--- config.mk ---
export PLATFORM = sky130hd
export DESIGN_NAME = thermal_frame_serializer_top_flat
export DESIGN_NICKNAME = d
export VERILOG_FILES = /design/src/rtl/tfs_pkg.sv /design/src/rtl/tfs_if.sv /design/src/rtl/thermal_frame_serializer_top.sv /design/src/rtl/tfs_fifo.sv /design/src/rtl/tfs_front.sv /design/src/rtl/tfs_back.sv /design/src/flat_wrapper.sv
export SDC_FILE = /design/constraint.sdc
export NUM_CORES = 1
export LEC_CHECK = 0
export BUFFER_PORTS_ARGS = -buffer_cell sky130_fd_sc_hd__buf_4
export CAP_MARGIN = 20
export CORE_MARGIN = 2
export CORE_UTILIZATION = 42
export DETAILED_ROUTE_END_ITERATION = 16
export PLACE_DENSITY = 0.58
export SETUP_SLACK_MARGIN = 0.2
export SLEW_MARGIN = 20
export SYNTH_ARGS = -nofsm -noshare
export SYNTH_HDL_FRONTEND = slang
export SYNTH_SLANG_ARGS = --single-unit
--- constraint.sdc ---
create_clock -name clk_i -period 16.5 [get_ports clk_i]
set_input_delay 0.825 -clock clk_i [delete_from_list [all_inputs] [get_ports clk_i]]
set_output_delay 0.825 -clock clk_i [all_outputs]
set_load 0.005 [all_outputs]
--- src/rtl/tfs_pkg.sv ---
package tfs_pkg;

  localparam int unsigned PixelBitsDefault = 16;
  localparam int unsigned FifoDepthDefault = 2;

  localparam logic [7:0] WidthReset  = 8'd160;
  localparam logic [7:0] HeightReset = 8'd120;

  localparam logic [7:0] Sync0     = 8'hAA;
  localparam logic [7:0] Sync1     = 8'h55;
  localparam logic [7:0] FrameType = 8'h01;
  localparam logic [7:0] ZeroByte  = 8'h00;

  localparam logic [7:0] RegWidth  = 8'd0;
  localparam logic [7:0] RegHeight = 8'd1;

  localparam int unsigned StepW = 5;
  localparam logic [StepW-1:0] StepSync0   = 5'd0;
  localparam logic [StepW-1:0] StepSync1   = 5'd1;
  localparam logic [StepW-1:0] StepType    = 5'd2;
  localparam logic [StepW-1:0] StepNumHi   = 5'd3;
  localparam logic [StepW-1:0] StepNumLo   = 5'd4;
  localparam logic [StepW-1:0] StepWidthHi = 5'd5;
  localparam logic [StepW-1:0] StepWidthLo = 5'd6;
  localparam logic [StepW-1:0] StepHghtHi  = 5'd7;
  localparam logic [StepW-1:0] StepHghtLo  = 5'd8;
  localparam logic [StepW-1:0] StepLen3    = 5'd9;
  localparam logic [StepW-1:0] StepLen2    = 5'd10;
  localparam logic [StepW-1:0] StepLen1    = 5'd11;
  localparam logic [StepW-1:0] StepLen0    = 5'd12;
  localparam logic [StepW-1:0] StepPixHi   = 5'd13;
  localparam logic [StepW-1:0] StepPixLo   = 5'd14;
  localparam logic [StepW-1:0] StepSumHi   = 5'd15;
  localparam logic [StepW-1:0] StepSumLo   = 5'd16;

  typedef struct packed {
    logic        frame_start;
    logic        frame_end;
    logic [15:0] frame_num;
    logic [7:0]  width;
    logic [7:0]  height;
    logic [16:0] payload_len;
  } cmd_t;

endpackage

--- src/rtl/tfs_if.sv ---
interface tfs_pixel_if;
  logic        valid;
  logic        ready;
  logic [15:0] pixel_value;
  modport source (output valid, output pixel_value, input ready);
  modport sink (input valid, input pixel_value, output ready);
endinterface

interface tfs_byte_if;
  logic       valid;
  logic       ready;
  logic [7:0] out_byte;
  logic       run_last;
  logic       frame_last;
  modport source (output valid, output out_byte, output run_last, output frame_last,
                  input ready);
  modport sink (input valid, input out_byte, input run_last, input frame_last,
                output ready);
endinterface

interface tfs_cfg_if;
  logic       valid;
  logic       ready;
  logic [7:0] index;
  logic [7:0] data;
  modport source (output valid, output index, output data, input ready);
  modport sink (input valid, input index, input data, output ready);
endinterface

--- src/rtl/thermal_frame_serializer_top.sv ---
// Channel   Dir  Handshake     Payload
// cfg_i     in   valid/ready   index (0 width, 1 height), data
// pixel_i   in   valid/ready   pixel_value
// byte_o    out  valid/ready   out_byte, run_last, frame_last
//
// The output register sends one byte per cycle while byte_o.ready holds, so a pixel inside a frame takes 2 bytes,
// the first pixel of a frame 15 and the last one 4 (17 for a one-pixel frame).
// The front classifies each pixel in its cycle of acceptance and queues a command in a queue of
// FifoDepth entries; it stalls only when that queue is full.
// Reset is asynchronous and needs no clearing pass; sizes return to 160 by 120.
// A stalled output beat holds its register while the queue keeps filling.
module thermal_frame_serializer_top
  import tfs_pkg::*;
#(
  parameter int unsigned PixelBits = PixelBitsDefault,
  parameter int unsigned FifoDepth = FifoDepthDefault
) (
  input  logic        clk_i,
  input  logic        rst_ni,
  tfs_cfg_if.sink     cfg_i,
  tfs_pixel_if.sink   pixel_i,
  tfs_byte_if.source  byte_o
);

  localparam int unsigned EntryW = $bits(cmd_t) + PixelBits;

  cmd_t                 push_cmd, pop_cmd;
  logic [PixelBits-1:0] push_pixel, pop_pixel;
  logic                 push, full, pop, empty;
  logic [EntryW-1:0]    pop_data;

  tfs_front #(.PixelBits(PixelBits)) u_front (
    .clk_i   (clk_i),
    .rst_ni  (rst_ni),
    .cfg_i   (cfg_i),
    .pixel_i (pixel_i),
    .push_o  (push),
    .full_i  (full),
    .cmd_o   (push_cmd),
    .pixel_o (push_pixel)
  );

  tfs_fifo #(.Width(EntryW), .Depth(FifoDepth)) u_fifo (
    .clk_i       (clk_i),
    .rst_ni      (rst_ni),
    .push_i      (push),
    .push_data_i ({push_cmd, push_pixel}),
    .full_o      (full),
    .pop_i       (pop),
    .pop_data_o  (pop_data),
    .empty_o     (empty)
  );

  assign pop_cmd   = cmd_t'(pop_data[EntryW-1:PixelBits]);
  assign pop_pixel = pop_data[PixelBits-1:0];

  tfs_back #(.PixelBits(PixelBits)) u_back (
    .clk_i   (clk_i),
    .rst_ni  (rst_ni),
    .empty_i (empty),
    .cmd_i   (pop_cmd),
    .pixel_i (pop_pixel),
    .pop_o   (pop),
    .byte_o  (byte_o)
  );

  a_accept_pushes : assert property (@(posedge clk_i) disable iff (!rst_ni)
    pixel_i.valid && pixel_i.ready |-> push && !full)
    else $error("Accepted pixel did not enter the command queue.");

  a_pop_ends_run : assert property (@(posedge clk_i) disable iff (!rst_ni)
    pop |=> byte_o.valid && byte_o.run_last)
    else $error("Retired command did not leave a closing beat.");

  a_frame_last_closes_run : assert property (@(posedge clk_i) disable iff (!rst_ni)
    byte_o.valid && byte_o.frame_last |-> byte_o.run_last)
    else $error("Checksum beat is not the closing beat of its pixel.");

  a_pop_needs_entry : assert property (@(posedge clk_i) disable iff (!rst_ni)
    pop |-> !empty)
    else $error("Back end retired a command from an empty queue.");

endmodule

--- src/rtl/tfs_fifo.sv ---
module tfs_fifo #(
  parameter int unsigned Width = 8,
  parameter int unsigned Depth = 2
) (
  input  logic             clk_i,
  input  logic             rst_ni,
  input  logic             push_i,
  input  logic [Width-1:0] push_data_i,
  output logic             full_o,
  input  logic             pop_i,
  output logic [Width-1:0] pop_data_o,
  output logic             empty_o
);

  localparam int unsigned PtrW = (Depth > 1) ? $clog2(Depth) : 1;
  localparam int unsigned CntW = $clog2(Depth + 1);
  localparam logic [PtrW-1:0] LastPtr = PtrW'(Depth - 1);
  localparam logic [CntW-1:0] FullCnt = CntW'(Depth);

  logic [Width-1:0] mem_q [Depth];
  logic [PtrW-1:0]  wr_ptr_q, wr_ptr_d, rd_ptr_q, rd_ptr_d;
  logic [CntW-1:0]  count_q, count_d;
  logic             do_push, do_pop;

  assign full_o     = (count_q == FullCnt);
  assign empty_o    = (count_q == '0);
  assign do_push    = push_i && !full_o;
  assign do_pop     = pop_i && !empty_o;
  assign pop_data_o = mem_q[rd_ptr_q];

  always_comb begin
    wr_ptr_d = wr_ptr_q;
    rd_ptr_d = rd_ptr_q;
    count_d  = count_q;
    if (do_push) begin
      wr_ptr_d = (wr_ptr_q == LastPtr) ? '0 : wr_ptr_q + 1'b1;
    end
    if (do_pop) begin
      rd_ptr_d = (rd_ptr_q == LastPtr) ? '0 : rd_ptr_q + 1'b1;
    end
    if (do_push && !do_pop) begin
      count_d = count_q + 1'b1;
    end else if (do_pop && !do_push) begin
      count_d = count_q - 1'b1;
    end
  end

  always_ff @(posedge clk_i or negedge rst_ni) begin
    if (!rst_ni) begin
      wr_ptr_q <= '0;
      rd_ptr_q <= '0;
      count_q  <= '0;
    end else begin
      wr_ptr_q <= wr_ptr_d;
      rd_ptr_q <= rd_ptr_d;
      count_q  <= count_d;
    end
  end

  always_ff @(posedge clk_i) begin
    if (do_push) begin
      mem_q[wr_ptr_q] <= push_data_i;
    end
  end

endmodule

--- src/rtl/tfs_front.sv ---
module tfs_front
  import tfs_pkg::*;
#(
  parameter int unsigned PixelBits = PixelBitsDefault
) (
  input  logic                 clk_i,
  input  logic                 rst_ni,
  tfs_cfg_if.sink              cfg_i,
  tfs_pixel_if.sink            pixel_i,
  output logic                 push_o,
  input  logic                 full_i,
  output cmd_t                 cmd_o,
  output logic [PixelBits-1:0] pixel_o
);

  logic [7:0]  width_q, height_q;
  logic [15:0] pix_idx_q, pix_idx_d;
  logic [15:0] frame_num_q, frame_num_d;
  logic [15:0] frame_px;
  logic [16:0] next_idx;
  logic        frame_end;
  logic        accept;

  assign cfg_i.ready   = 1'b1;
  assign pixel_i.ready = !full_i;
  assign accept        = pixel_i.valid && !full_i;
  assign push_o        = pixel_i.valid;

  // A frame size of zero, or a count that has overrun a shrunken size, ends the frame.
  assign frame_px  = {8'd0, width_q} * {8'd0, height_q};
  assign next_idx  = {1'b0, pix_idx_q} + 17'd1;
  assign frame_end = (next_idx >= {1'b0, frame_px});

  always_comb begin
    cmd_o.frame_start = (pix_idx_q == '0);
    cmd_o.frame_end   = frame_end;
    cmd_o.frame_num   = frame_num_q;
    cmd_o.width       = width_q;
    cmd_o.height      = height_q;
    cmd_o.payload_len = {frame_px, 1'b0};
    pixel_o           = pixel_i.pixel_value[PixelBits-1:0];
  end

  always_comb begin
    pix_idx_d   = pix_idx_q;
    frame_num_d = frame_num_q;
    if (accept) begin
      if (frame_end) begin
        pix_idx_d   = '0;
        frame_num_d = frame_num_q + 16'd1;
      end else begin
        pix_idx_d = next_idx[15:0];
      end
    end
  end

  always_ff @(posedge clk_i or negedge rst_ni) begin
    if (!rst_ni) begin
      width_q     <= WidthReset;
      height_q    <= HeightReset;
      pix_idx_q   <= '0;
      frame_num_q <= '0;
    end else begin
      pix_idx_q   <= pix_idx_d;
      frame_num_q <= frame_num_d;
      if (cfg_i.valid) begin
        if (cfg_i.index == RegWidth) begin
          width_q <= cfg_i.data;
        end else if (cfg_i.index == RegHeight) begin
          height_q <= cfg_i.data;
        end
      end
    end
  end

endmodule

--- src/rtl/tfs_back.sv ---
module tfs_back
  import tfs_pkg::*;
#(
  parameter int unsigned PixelBits = PixelBitsDefault
) (
  input  logic                 clk_i,
  input  logic                 rst_ni,
  input  logic                 empty_i,
  input  cmd_t                 cmd_i,
  input  logic [PixelBits-1:0] pixel_i,
  output logic                 pop_o,
  tfs_byte_if.source           byte_o
);

  logic [StepW-1:0] step_q, step_d, cur_step;
  logic [15:0]      sum_q, sum_d;
  logic [15:0]      pix16;
  logic [7:0]       byte_d, byte_q;
  logic             run_last_d, run_last_q, frame_last_d, frame_last_q;
  logic             valid_q, load, last_step;

  assign pix16    = 16'(pixel_i);
  assign load     = !empty_i && (!valid_q || byte_o.ready);
  assign cur_step = (step_q == StepSync0 && !cmd_i.frame_start) ? StepPixHi : step_q;
  assign last_step = cmd_i.frame_end ? (cur_step == StepSumLo) : (cur_step == StepPixLo);
  assign pop_o    = load && last_step;

  always_comb begin
    unique case (cur_step)
      StepSync0:   byte_d = Sync0;
      StepSync1:   byte_d = Sync1;
      StepType:    byte_d = FrameType;
      StepNumHi:   byte_d = cmd_i.frame_num[15:8];
      StepNumLo:   byte_d = cmd_i.frame_num[7:0];
      StepWidthHi: byte_d = ZeroByte;
      StepWidthLo: byte_d = cmd_i.width;
      StepHghtHi:  byte_d = ZeroByte;
      StepHghtLo:  byte_d = cmd_i.height;
      StepLen3:    byte_d = ZeroByte;
      StepLen2:    byte_d = {7'd0, cmd_i.payload_len[16]};
      StepLen1:    byte_d = cmd_i.payload_len[15:8];
      StepLen0:    byte_d = cmd_i.payload_len[7:0];
      StepPixHi:   byte_d = pix16[15:8];
      StepPixLo:   byte_d = pix16[7:0];
      StepSumHi:   byte_d = sum_q[15:8];
      StepSumLo:   byte_d = sum_q[7:0];
      default:     byte_d = ZeroByte;
    endcase
  end

  always_comb begin
    run_last_d   = last_step;
    frame_last_d = (cur_step == StepSumLo);
    step_d       = step_q;
    sum_d        = sum_q;
    if (load) begin
      step_d = last_step ? StepSync0 : cur_step + 1'b1;
      if (cur_step == StepSync0) begin
        sum_d = {8'd0, byte_d};
      end else if (cur_step < StepSumHi) begin
        sum_d = sum_q + {8'd0, byte_d};
      end
    end
  end

  always_ff @(posedge clk_i or negedge rst_ni) begin
    if (!rst_ni) begin
      step_q  <= StepSync0;
      sum_q   <= '0;
      valid_q <= 1'b0;
    end else begin
      step_q <= step_d;
      sum_q  <= sum_d;
      if (load) begin
        valid_q <= 1'b1;
      end else if (byte_o.ready) begin
        valid_q <= 1'b0;
      end
    end
  end

  always_ff @(posedge clk_i) begin
    if (load) begin
      byte_q       <= byte_d;
      run_last_q   <= run_last_d;
      frame_last_q <= frame_last_d;
    end
  end

  assign byte_o.valid      = valid_q;
  assign byte_o.out_byte   = byte_q;
  assign byte_o.run_last   = run_last_q;
  assign byte_o.frame_last = frame_last_q;

endmodule
--- src/flat_wrapper.sv ---
// flat-port wrapper written by rule: the top's interface ports become plain ports
module thermal_frame_serializer_top_flat import tfs_pkg::*;
#(
  parameter int unsigned PixelBits = PixelBitsDefault,
  parameter int unsigned FifoDepth = FifoDepthDefault
)
  (clk_i, rst_ni, cfg_i_valid, cfg_i_index, cfg_i_data, cfg_i_ready, pixel_i_valid, pixel_i_pixel_value, pixel_i_ready, byte_o_valid, byte_o_out_byte, byte_o_run_last, byte_o_frame_last, byte_o_ready);
  tfs_cfg_if cfg_i_i ();
  tfs_pixel_if pixel_i_i ();
  tfs_byte_if byte_o_i ();
  input  logic clk_i;
  input  logic rst_ni;
  input wire logic [$bits(cfg_i_i.valid)-1:0] cfg_i_valid;
  input wire logic [$bits(cfg_i_i.index)-1:0] cfg_i_index;
  input wire logic [$bits(cfg_i_i.data)-1:0] cfg_i_data;
  output wire logic [$bits(cfg_i_i.ready)-1:0] cfg_i_ready;
  input wire logic [$bits(pixel_i_i.valid)-1:0] pixel_i_valid;
  input wire logic [$bits(pixel_i_i.pixel_value)-1:0] pixel_i_pixel_value;
  output wire logic [$bits(pixel_i_i.ready)-1:0] pixel_i_ready;
  output wire logic [$bits(byte_o_i.valid)-1:0] byte_o_valid;
  output wire logic [$bits(byte_o_i.out_byte)-1:0] byte_o_out_byte;
  output wire logic [$bits(byte_o_i.run_last)-1:0] byte_o_run_last;
  output wire logic [$bits(byte_o_i.frame_last)-1:0] byte_o_frame_last;
  input wire logic [$bits(byte_o_i.ready)-1:0] byte_o_ready;
  assign cfg_i_i.valid = cfg_i_valid;
  assign cfg_i_i.index = cfg_i_index;
  assign cfg_i_i.data = cfg_i_data;
  assign cfg_i_ready = cfg_i_i.ready;
  assign pixel_i_i.valid = pixel_i_valid;
  assign pixel_i_i.pixel_value = pixel_i_pixel_value;
  assign pixel_i_ready = pixel_i_i.ready;
  assign byte_o_valid = byte_o_i.valid;
  assign byte_o_out_byte = byte_o_i.out_byte;
  assign byte_o_run_last = byte_o_i.run_last;
  assign byte_o_frame_last = byte_o_i.frame_last;
  assign byte_o_i.ready = byte_o_ready;
  thermal_frame_serializer_top #(.PixelBits(PixelBits), .FifoDepth(FifoDepth)) u_core (.clk_i(clk_i), .rst_ni(rst_ni), .cfg_i(cfg_i_i), .pixel_i(pixel_i_i), .byte_o(byte_o_i));
endmodule
==> results of run 1 <==
[logic make-up (layout without fill, tap and decap cells)]
kind of cell | Yosys count | in the layout
AOI/OAI and AO/OA | 172 | 172
xor gates and xnor gates | 56 | 56
adders and majority gates | 106 | 106
buffers and inverters | 113 | 177
DFF | 216 | 216
muxes | 80 | 80
other | 1 | 1
and+or+nand+nor | 288 | 288
[worst reg2reg max path: stages (launching register included)]
cell	delay, ns
dfrtp_1	0.48
and2_1	0.23
fa_1	0.44
fa_1	0.54
inv_1	0.05
fa_1	0.46
fa_1	0.55
inv_1	0.04
ha_1	0.33
o21ai_0	0.09
nor2_1	0.08
or4_1	0.44
a41o_1	0.27
o41ai_2	0.32
xor2_1	0.20
ha_1	0.26
a211oi_1	0.20
o21ai_0	0.14
a31oi_1	0.21
a21oi_2	0.07
buf_4	0.23
nor2_1	0.55
mux2_2	0.27
[cell type report]
| class | count | area [sq um] |
|---|---|---|
| Multi-Input combinational cell | 703 | 5800 |
| Clock inverter | 14 | 108 |
| Sequential cell | 216 | 6130 |
| Tap cell | 384 | 480 |
| Fill cell | 2658 | 15000 |
| Clock buffer | 30 | 633 |
| Inverter | 78 | 293 |
| Timing Repair Buffer | 55 | 413 |
[metal layers]
metal	GRT usage	routed length [microns]	part of all wire
met5	0	0	0
met2	0.320	13700	0.49
met3	0.0190	770	0.027
met1	0.259	13100	0.47
met4	0.0434	556	0.020
[power breakdown]
part	total, mW	internal [mW]	switching, mW	leakage (nW)
combinational	0.766	0.318	0.449	3.12
clock	0.505	0.289	0.216	0.370
sequential	0.845	0.743	0.102	2.29
[registers in the layout (all words and copies together) (netlist names)]
name / flops
u_core.u_back.byte_o.out_byte: 8
u_core.u_front.height_q: 8
u_core.u_fifo.count_q: 2
u_core.u_back.byte_o.run_last: 1
u_core.u_back.step_q: 5
u_core.u_fifo.mem_q: 132
u_core.u_front.pix_idx_q: 16
u_core.u_back.sum_q: 16
u_core.u_front.frame_num_q: 16
u_core.u_fifo.rd_ptr_q: 1
u_core.u_back.byte_o.valid: 1
u_core.u_fifo.wr_ptr_q: 1
u_core.u_back.byte_o.frame_last: 1
u_core.u_front.width_q: 8
[synth_stat cells (31+ instances only)]
master | instances | area (sq um)
nand2_1 | 51 | 191
and2_1 | 62 | 388
dfrtp_1 | 68 | 1700
ha_1 | 69 | 863
edfxtp_1 | 142 | 4260
a21oi_1 | 33 | 165
mux2_2 | 31 | 349
nor2_1 | 55 | 206
fa_1 | 37 | 741
o21ai_0 | 40 | 200
xnor2_1 | 34 | 298
mux2i_1 | 46 | 460
inv_1 | 78 | 293
[worst max-delay path by stage]
stage                                                 from  slack [ns]                                   endpoint  cells after the start
global placement     u_core.u_front.width_q[1]$_DFFE_PN0P_       10.09    u_core.u_front.pix_idx_q[0]$_DFFE_PN0P_                     22
CTS                  u_core.u_front.width_q[1]$_DFFE_PN0P_        9.94    u_core.u_front.pix_idx_q[0]$_DFFE_PN0P_                     22
detailed placement   u_core.u_front.width_q[1]$_DFFE_PN0P_        9.98    u_core.u_front.pix_idx_q[0]$_DFFE_PN0P_                     22
floorplan           u_core.u_front.height_q[6]$_DFFE_PN1P_       10.75  u_core.u_front.frame_num_q[1]$_DFFE_PN0P_                     20
global route         u_core.u_front.width_q[0]$_DFFE_PN0P_        9.59    u_core.u_front.pix_idx_q[2]$_DFFE_PN0P_                     23
finish               u_core.u_front.width_q[1]$_DFFE_PN0P_        9.97    u_core.u_front.pix_idx_q[0]$_DFFE_PN0P_                     22
[through the flow]
stage | worst slack (ns) | power (mW) | std cells | hold WS (ns) | util
2_1_floorplan | 10.75 | 1.40 | 1032 | 0.454 | -
3_3_place_gp | 10.09 | 1.61 | 1436 | 0.470 | 0.454
3_5_place_dp | 9.98 | 1.62 | 1436 | 0.480 | 0.454
4_1_cts | 9.94 | 2.13 | 1480 | 0.234 | 0.480
5_1_grt | 9.59 | 2.25 | 1480 | 0.260 | 0.480
6_report | 9.97 | 2.12 | 1480 | 0.238 | 0.480
[cells in the final DEF, fill, tap and decap left out, types with 13 or more instances in the layout]
cell,instances
o21ai_0,40
inv_1,78
clkbuf_16,24
nand3_1,22
buf_4,55
ha_1,69
mux2_2,31
and2_1,62
a21oi_1,33
dfrtp_1,67
xor2_1,22
mux2i_1,46
fa_1,37
xnor2_1,34
nand2_1,51
nor2_1,54
nor2b_1,13
edfxtp_1,142
==> flow_summary_export.csv, run 1 <==
group,metric,value,unit
status,status,"finished, final reports clean",
synth,yosys-mux-area-fraction,0.0685,
timing,rsz0062_at_grt,"false",
worst_setup_path,cp_common_cell,"fa_1",
place,gp_congestion,0.855,
power,ir_worst_vdd,0.0000750,V
worst_setup_path,arrival,6.98,ns
synth,netlist_area,0.0124,sq mm
clock_network,cts_buffers,24,
timing,fin_skew,0.0302,ns
synth,syn_nets,1175,
routing,routedWlPerCell,19.0,microns
floorplan,die_w,176,microns
finish,nets,1221,
routing,vias,7967,
place,numPortBuffers,48,
synth,synth-xor-area-share,0.0395,
routing,drt_wl_total,28.1,mm
synth,synthAdderAreaFrac,0.129,
worst_setup_path,slowest_delay,0.55,ns
worst_setup_path,r2r_end,"u_core.u_front.pix_idx_q[0]$_DFFE_PN0P_",
floorplan,die_h,176,microns
flow_run,max_cap_viol_count,0,
synth,synth-simple-area-share,0.132,
routing,drtPass1Iterations,5,
place,dp_hpwl,20.1,mm
floorplan,rows,62,
synth,synth_cell_types,88,
worst_setup_path,path_class,"reg2reg",
synth,postSynthAreaPerCell,12.0,sq um
min_path,min_path_type,"in2async",
worst_setup_path,r2r_slack,9.97,ns
timing,tightest_slew,0.973,ns
place,placed_area,0.0131,sq mm
timing,setup_viol,0,
global_route,grt.total_usage,0.188,
worst_setup_path,cp_cell_sequence,"and2_1 > fa_1 > fa_1 > inv_1 > fa_1 > fa_1 > inv_1 > ha_1 > o21ai_0 > nor2_1 > or4_1 > a41o_1 > o41ai_2 > xor2_1 > ha_1 > a211oi_1 > o21ai_0 > a31oi_1 > a21oi_2 > buf_4 > nor2_1 > mux2_2",
timing,hold_viol,0,
timing,timing.final.crit_period,6.53,ns
global_route,grt_pass1_vias,8090,
power,power.density,153,mW/mm^2
routing,detail-route-antenna-nets,0,
worst_setup_path,cp_top_family,"adder cells",
routing,vias_per_cell,5.38,
worst_setup_path,worst_path_max_delay_cell,"fa_1",
clock_network,clock_path_buffers,3,
clock_network,cts_tree,"done",
floorplan,core_area,0.0289,sq mm
finish,stdcell_area,0.0139,sq mm
finish,drive_above_1_share,0.147,
timing,drv_slew,0,
floorplan,initial_utilization,0.430,
timing,slew_headroom,0.351,
timing,timing.fmax,153,MHz
worst_setup_path,endpoint_kind,"register",
synth,synth-seq-cells,216,
worst_setup_path,worst-path-max-fanout,33,
floorplan,pin_count,50,
synth,syn_inst,1032,
global_route,grt_pass1_wl,45.6,mm
routing,drt-initial-drc-count,599,
synth,synth-compound-area-share,0.0965,
synth,synth_edf_count,142,
worst_setup_path,r2r_cells,22,
clock_network,h-tree-depth,1,
clock_network,cts_repair_resize_count,0,
worst_setup_path,start_kind,"register",
synth,synth_flop_cell,"edfxtp_1",
finish,antennaDiodeCount,0,
clock_network,clk-insertion-delay-late,0.54,ns
timing,tns,0,ns
global_route,antenna_found_initial,0,
routing,drc_errors,0,
worst_setup_path,r2r_start,"u_core.u_front.width_q[1]$_DFFE_PN0P_",
floorplan,die-area,0.0309,sq mm
worst_setup_path,cp.required,16.95,ns
synth,yosysSeqAreaShare,0.494,
clock_network,root_buffer,"clkbuf_16",
power,leakage,5.78,nW
synth,yosys_warnings,0,
global_route,grt_max_degree,67,
clock_network,clkTransAtPathRegs,0.06,ns
timing,timing.final.crit_share,0.396,
synth,async_reset_ff_frac,0.343,
clock_network,ctsHoldBuffers,0,
clock_network,cts_num_sinks,216,
synth,synth_top_family_by_area,"simple AND/OR/NAND/NOR gates",
clock_network,post_cts_buffers,0,
global_route,overflow,0,
finish,synthToLayoutAreaGrowth,11.7,%
worst_setup_path,crit_buf_inv,3,
No activity file was read; power rests on OpenSTA's default activity.
==> run 2: changes to the inputs <==
- PLACE_DENSITY: 0.58 -> 0.6
- clock period: 16.5 -> 5.8 ns (I/O delays scaled with it)
==> run 2 against run 1 <==
- via count rose by 5.1%
- clock power rose to 3.3 times the previous value
- first-iteration DRC count fell by 11%
- cell count rose by 5.8%
- global-route usage rose by 0.62 points
- sequential share of layout area fell by 3.2 points
- die area did not move
- sequential power rose to 2.8 times the previous value
- register-to-register slack got worse by 9.9 ns
- critical endpoint is now u_core.u_front.frame_num_q[1]$_DFFE_PN0P_
==> flow_summary_export.csv, run 2 (same netlist as run 1, synthesis figures left out) <==
group,metric,value,unit
floorplan,core_area,0.0289,sq mm
timing,timing.fmax,175,MHz
floorplan,rows,62,
flow_run,max_cap_viol_count,0,
timing,timing.final.crit_period,5.70,ns
finish,fill_cells,2585,
worst_setup_path,worst-path-max-fanout,6,
routing,routedWlPerCell,18.5,microns
floorplan,die_h,176,microns
worst_setup_path,cp_cell_sequence,"nand2_2 > fa_1 > fa_1 > inv_1 > fa_1 > inv_1 > fa_1 > inv_1 > ha_2 > or4_4 > a41o_1 > o41ai_4 > xor2_1 > ha_1 > a211oi_2 > o21ai_1 > a31oi_2 > a21oi_4 > buf_12 > nand2_4 > mux2_4",
place,numPortBuffers,48,
power,comb_power_share,0.383,
power,p_switching,2.25,mW
clock_network,root_buffer,"clkbuf_16",
timing,fin_skew,0.0242,ns
floorplan,initial_utilization,0.430,
finish,top_register,"u_core.u_fifo.mem_q",
finish,final_common_cell,"edfxtp_1",
clock_network,cts_tree,"done",
worst_setup_path,endpoint_kind,"register",
worst_setup_path,cp.required,6.22,ns
power,ir_worst_vdd,0.000257,V
routing,drc_errors,0,
worst_setup_path,cp_top_family,"adder cells",
finish,nets,1305,
clock_network,cts_num_sinks,216,
floorplan,die_w,176,microns
place,gp_congestion,0.850,
timing,hold_viol,0,
worst_setup_path,crit_start,"u_core.u_front.height_q[3]$_DFFE_PN1P_",
worst_setup_path,slowest_delay,0.58,ns
finish,final_cell_mix,"edfxtp_1 (142), buf_4 (106), inv_1 (76)",
finish,multiInputGateArea,0.00598,sq mm
finish,drive_above_1_share,0.230,
floorplan,die-area,0.0309,sq mm
routing,drt_wl_total,29.0,mm
finish,synthToLayoutAreaGrowth,20.6,%
finish,final_util,0.518,
global_route,overflow,0,
timing,fin_hold_ws,0.0161,ns
timing,drv_slew,0,
power,internal_power,4.25,mW
worst_setup_path,worst_path_max_delay_cell,"dfstp_2",
clock_network,cts_buffers,25,
floorplan,pin_count,50,
timing,setup_viol,0,
power,p_clk_frac,0.258,
global_route,grt_pass1_wl,47.0,mm
timing,rsz0062_at_grt,"true",
power,swShare,0.346,
power,seqPwrFrac,0.358,
finish,register_area,0.00613,sq mm
routing,detail-route-antenna-nets,0,
timing,timing.final.crit_share,0.983,
worst_setup_path,crit_buf_inv,4,
worst_setup_path,path_class,"reg2reg",
timing,slew_headroom,0.373,
global_route,grt.total_usage,0.194,
min_path,min_path_type,"in2reg",
clock_network,clk-insertion-delay-late,0.54,ns
routing,drtPass1Iterations,5,
worst_setup_path,cp_common_cell,"fa_1",
power,leakage,6.32,nW
worst_setup_path,r2r_cells,21,
power,power.density,434,mW/mm^2
place,placedCellCount,1481,
finish,largest_reg_flops,132,
finish,final_cell_count_no_fill,1566,
worst_setup_path,arrival,6.12,ns
worst_setup_path,start_kind,"register",
global_route,grt_pass1_vias,8770,
place,dp_hpwl,20.9,mm
status,status,"finished, final reports clean",
worst_setup_path,path_depth,21,
routing,vias_per_cell,5.35,
min_path,hold_path_startpoint,"cfg_i_data[2]",
clock_network,clock_path_buffers,3,
worst_setup_path,r2r_start,"u_core.u_front.height_q[3]$_DFFE_PN1P_",
clock_network,h-tree-depth,1,
min_path,hold_depth,2,
routing,drt-initial-drc-count,531,
global_route,antenna_found_initial,1,
clock_network,clkTransAtPathRegs,0.06,ns
timing,tightest_slew,0.940,ns
routing,vias,8376,
global_route,grt_max_degree,67,
-- run 2: changes by cell type in the layout (fill, tap and decap cells not counted), moves of 6 or more --
cell	previous run	this run
o21ai_0	40	29
and2_4	0	7
ha_1	69	63
dlygate4sd3_1	0	20
buf_6	0	7
buf_4	55	106
and2_1	62	55
o21ai_1	4	11
-- run 2: worst paths after layout --
| kind | slack (ns) | end |
|---|---|---|
| max | 0.1 | u_core.u_front.frame_num_q[1]$_DFFE_PN0P_ |
| min | 0.02 | u_core.u_front.height_q[2]$_DFFE_PN0P_ |
| max reg2reg | 0.1 | u_core.u_front.frame_num_q[1]$_DFFE_PN0P_ |
| min reg2reg | 0.51 | u_core.u_fifo.mem_q[1][63]$_DFFE_PP_ |
| max in group asynchronous | 4.53 | u_core.u_fifo.rd_ptr_q$_DFFE_PN0P_ |
| min in group asynchronous | 0.21 | u_core.u_back.sum_q[12]$_DFFE_PN0P_ |
-- run 2: what timing repair did --
action                     CTS  global route
gates resized for setup     42            13
buffers inserted            16             0
setup endpoints to repair   34            34
pin swaps                   34             7
hold endpoints to repair    59             0
gates cloned                 2             0
hold buffers                20             0
-- run 2: worst reg2reg max path, cell delays in order (launching register included) --
cell      delay (ns)
dfstp_2         0.58
nand2_2         0.08
fa_1            0.49
fa_1            0.53
inv_1           0.05
fa_1            0.47
inv_1           0.05
fa_1            0.47
inv_1           0.04
ha_2            0.16
or4_4           0.52
a41o_1          0.24
o41ai_4         0.26
xor2_1          0.19
ha_1            0.27
a211oi_2        0.18
o21ai_1         0.11
a31oi_2         0.21
a21oi_4         0.15
buf_12          0.17
nand2_4         0.06
mux2_4          0.30
-- run 2: per-stage QoR --
step	worst slack (ns)	area (sq um)	TNS, ns	power [mW]
6_report	0.0996	15000	0	6.50
5_1_grt	-0.170	15000	-3.39	6.86
4_1_cts	0.101	14900	0	6.54
3_5_place_dp	-0.175	13500	-1.69	4.69
3_3_place_gp	-0.0924	13500	-0.275	4.66
2_1_floorplan	0.130	12500	0	3.99
-- run 2: layout make-up --
type,count,area share
Multi-Input combinational cell,703,0.400
Clock buffer,30,0.0451
Timing Repair Buffer,138,0.0794
Antenna cell,1,0.000167
Sequential cell,216,0.410
Inverter,78,0.0196
Tap cell,384,0.0321
Clock inverter,16,0.0140
-- run 2: power groups by stage --
stage | sequential [mW] | combinational (mW) | clock, mW
detailed placement | 2.35 | 2.33 | 0
global route | 2.37 | 2.72 | 1.77
floorplan | 2.30 | 1.69 | 0
global placement | 2.34 | 2.32 | 0
finish | 2.33 | 2.49 | 1.68
CTS | 2.33 | 2.50 | 1.71
-- run 2: routing by layer --
| metal | GRT usage | vias up | share of wire |
|---|---|---|---|
| met2 | 0.338 | 159 | 0.50 |
| met3 | 0.0227 | 37 | 0.032 |
| met4 | 0.0510 | 0 | 0.024 |
| li1 | - | 4009 | - |
| met5 | 0 | - | 0 |
| met1 | 0.257 | 4171 | 0.45 |
==> run 3: changes to the inputs <==
--- a/config.mk
+++ b/config.mk
@@ -13,2 +13,3 @@
 export PLACE_DENSITY = 0.6
+export REMOVE_ABC_BUFFERS = 1
 export SETUP_SLACK_MARGIN = 0.2
--- a/constraint.sdc
+++ b/constraint.sdc
@@ -3,2 +3,2 @@
 set_output_delay 0.29 -clock clk_i [all_outputs]
-set_load 0.005 [all_outputs]
+set_load 0.05 [all_outputs]
==> run 3 against run 2 <==
- the flow now finishes with violations (setup timing)
- clock power fell by 5%
- count of clock-buffer cells in the layout did not move
- final area rose by 2.2%
- register-to-register slack got worse by 0.19 ns
- fmax fell by 3.2%
- global-route usage fell by 0.36 points
- sequential power barely moved
- cell count rose by 1.0%
- die area did not move
- largest power group unchanged
- highest routed layer unchanged
==> flow_summary_export.csv, run 3 (same netlist as run 1, synthesis figures left out) <==
group,metric,value,unit
clock_network,root_buffer,"clkbuf_16",
worst_setup_path,arrival,6.33,ns
clock_network,cts_buffers,25,
floorplan,die-area,0.0309,sq mm
flow_run,max_cap_viol_count,0,
worst_setup_path,endpoint_kind,"register",
global_route,grt_pass1_wl,46.2,mm
timing,fin_skew,0.0220,ns
finish,antennaDiodeCount,0,
clock_network,clock_path_buffers,3,
finish,synthToLayoutAreaGrowth,23.3,%
routing,routedWlPerCell,18.5,microns
global_route,grt_pass1_vias,8527,
timing,timing.final.crit_period,5.89,ns
timing,timing.final.crit_share,1.02,
finish,final_util,0.530,
floorplan,core_area,0.0289,sq mm
global_route,overflow,0,
global_route,grt_max_degree,59,
finish,largest_reg_flops,132,
power,power.density,434,mW/mm^2
floorplan,pin_count,50,
worst_setup_path,start_kind,"register",
finish,final_common_cell,"edfxtp_1",
place,numPortBuffers,48,
timing,hold_viol,0,
power,leakage,6.47,nW
worst_setup_path,worst_path_max_delay_cell,"fa_1",
worst_setup_path,slowest_delay,0.52,ns
timing,fin_ws,-0.0911,ns
timing,drv_slew,0,
clock_network,h-tree-depth,1,
finish,final_cell_mix,"edfxtp_1 (142), buf_4 (100), inv_1 (73)",
place,gp_congestion,0.854,
status,violations,"setup timing",
timing,rsz0062_at_grt,"true",
place,dp_hpwl,20.9,mm
floorplan,rows,62,
worst_setup_path,cp.required,6.24,ns
routing,drtPass1Iterations,5,
status,status,"finished, violations left",
place,pre_cts_ws,-0.140,ns
global_route,grt.total_usage,0.190,
timing,tightest_slew,0.795,ns
global_route,antenna_found_initial,0,
place,placedCellCount,1481,
worst_setup_path,cp_common_cell,"fa_1",
floorplan,die_h,176,microns
timing,setup_viol,20,
routing,detail-route-antenna-nets,0,
clock_network,clkTransAtPathRegs,0.06,ns
floorplan,die_w,176,microns
worst_setup_path,path_class,"reg2reg",
finish,drive_above_1_share,0.260,
timing,timing.fmax,170,MHz
power,ir_worst_vdd,0.000220,V
clock_network,cts_tree,"done",
routing,vias_per_cell,5.33,
routing,drc_errors,0,
worst_setup_path,worst-path-max-fanout,6,
floorplan,initial_utilization,0.430,
min_path,min_path_type,"in2reg",
worst_setup_path,cp_cell_sequence,"buf_6 > and2_4 > fa_1 > fa_1 > fa_1 > inv_1 > fa_1 > inv_2 > ha_4 > or4_4 > a41o_1 > o41ai_4 > xor2_1 > ha_1 > a211oi_2 > o21ai_1 > a31oi_2 > a21oi_4 > buf_12 > buf_12 > buf_8 > nand4_1 > xnor2_1",
clock_network,cts_num_sinks,216,
timing,slew_headroom,0.470,
routing,vias,8426,
clock_network,clk-insertion-delay-late,0.53,ns
finish,top_register,"u_core.u_fifo.mem_q",
routing,drt_wl_total,29.2,mm
finish,final_cell_count_no_fill,1582,
routing,drt-initial-drc-count,635,
finish,nets,1322,
-- run 3: area by class of cell --
class	instances	area [sq um]
clock buffers	30	654
clock inverters	16	190
fillers	2481	13600
inverters	78	293
multi-input cells	703	6160
flip-flops and latches	216	6130
well taps	384	480
repair buffers	155	1390
-- run 3: final timing paths --
| kind | start | to | slack [ns] | cells after the start |
|---|---|---|---|---|
| min reg2reg | u_core.u_front.frame_num_q[15]$_DFFE_PN0P_ | u_core.u_front.frame_num_q[15]$_DFFE_PN0P_ | 0.50 | 1 |
| min | cfg_i_data[2] | u_core.u_front.height_q[2]$_DFFE_PN0P_ | 0.02 | 2 |
| max reg2reg | u_core.u_front.width_q[1]$_DFFE_PN0P_ | u_core.u_front.frame_num_q[9]$_DFFE_PN0P_ | -0.09 | 23 |
| max | u_core.u_front.width_q[1]$_DFFE_PN0P_ | u_core.u_front.frame_num_q[9]$_DFFE_PN0P_ | -0.09 | 23 |
| max in group asynchronous | rst_ni | u_core.u_fifo.rd_ptr_q$_DFFE_PN0P_ | 4.50 | 3 |
| min in group asynchronous | rst_ni | u_core.u_front.width_q[4]$_DFFE_PN0P_ | 0.30 | 2 |
-- run 3: power breakdown --
part	leakage (nW)	switching (mW)	total [mW]	internal, mW
Sequential	2.29	0.231	2.34	2.11
Combinational	3.77	1.56	2.70	1.13
Clock	0.412	0.617	1.60	0.984
Total	6.47	2.41	6.64	4.23
-- run 3: routing by layer --
layer	wire [microns]	vias up	global-route usage	part of all wire
met5	0	-	0	0
met4	637	0	0.0551	0.022
met3	911	39	0.0234	0.031
met2	14300	144	0.319	0.49
met1	13400	4210	0.260	0.46
li1	-	4033	-	-
-- run 3: what timing repair did --
item	CTS	global route
hold buffers	19	0
pin swaps	40	45
gates resized for setup	46	82
hold endpoints to repair	70	0
endpoints found under the setup margin	34	36
buffers inserted	24	11
cloned	1	0
-- run 3: stage by stage --
step	instance area (sq um)	hold WS [ns]	power [mW]	TNS, ns
detailed placement	13500	0.317	4.83	-3.16
global route	15300	0.00328	7.01	-5.86
finish	15300	0.0207	6.64	-0.928
CTS	14900	0.00150	6.55	-1.81
global placement	13500	0.316	4.80	-0.0575
floorplan	12200	-0.00559	4.06	-4.20
-- run 3: critical path: cells and delay by family, from the launching register on --
family | cells | cell delay, ns
compound gates | 6 | 1.20
xor+xnor | 2 | 0.33
fa+ha+maj | 6 | 2.49
buf+inv | 6 | 0.63
flops | 1 | 0.41
simple gates | 3 | 0.74
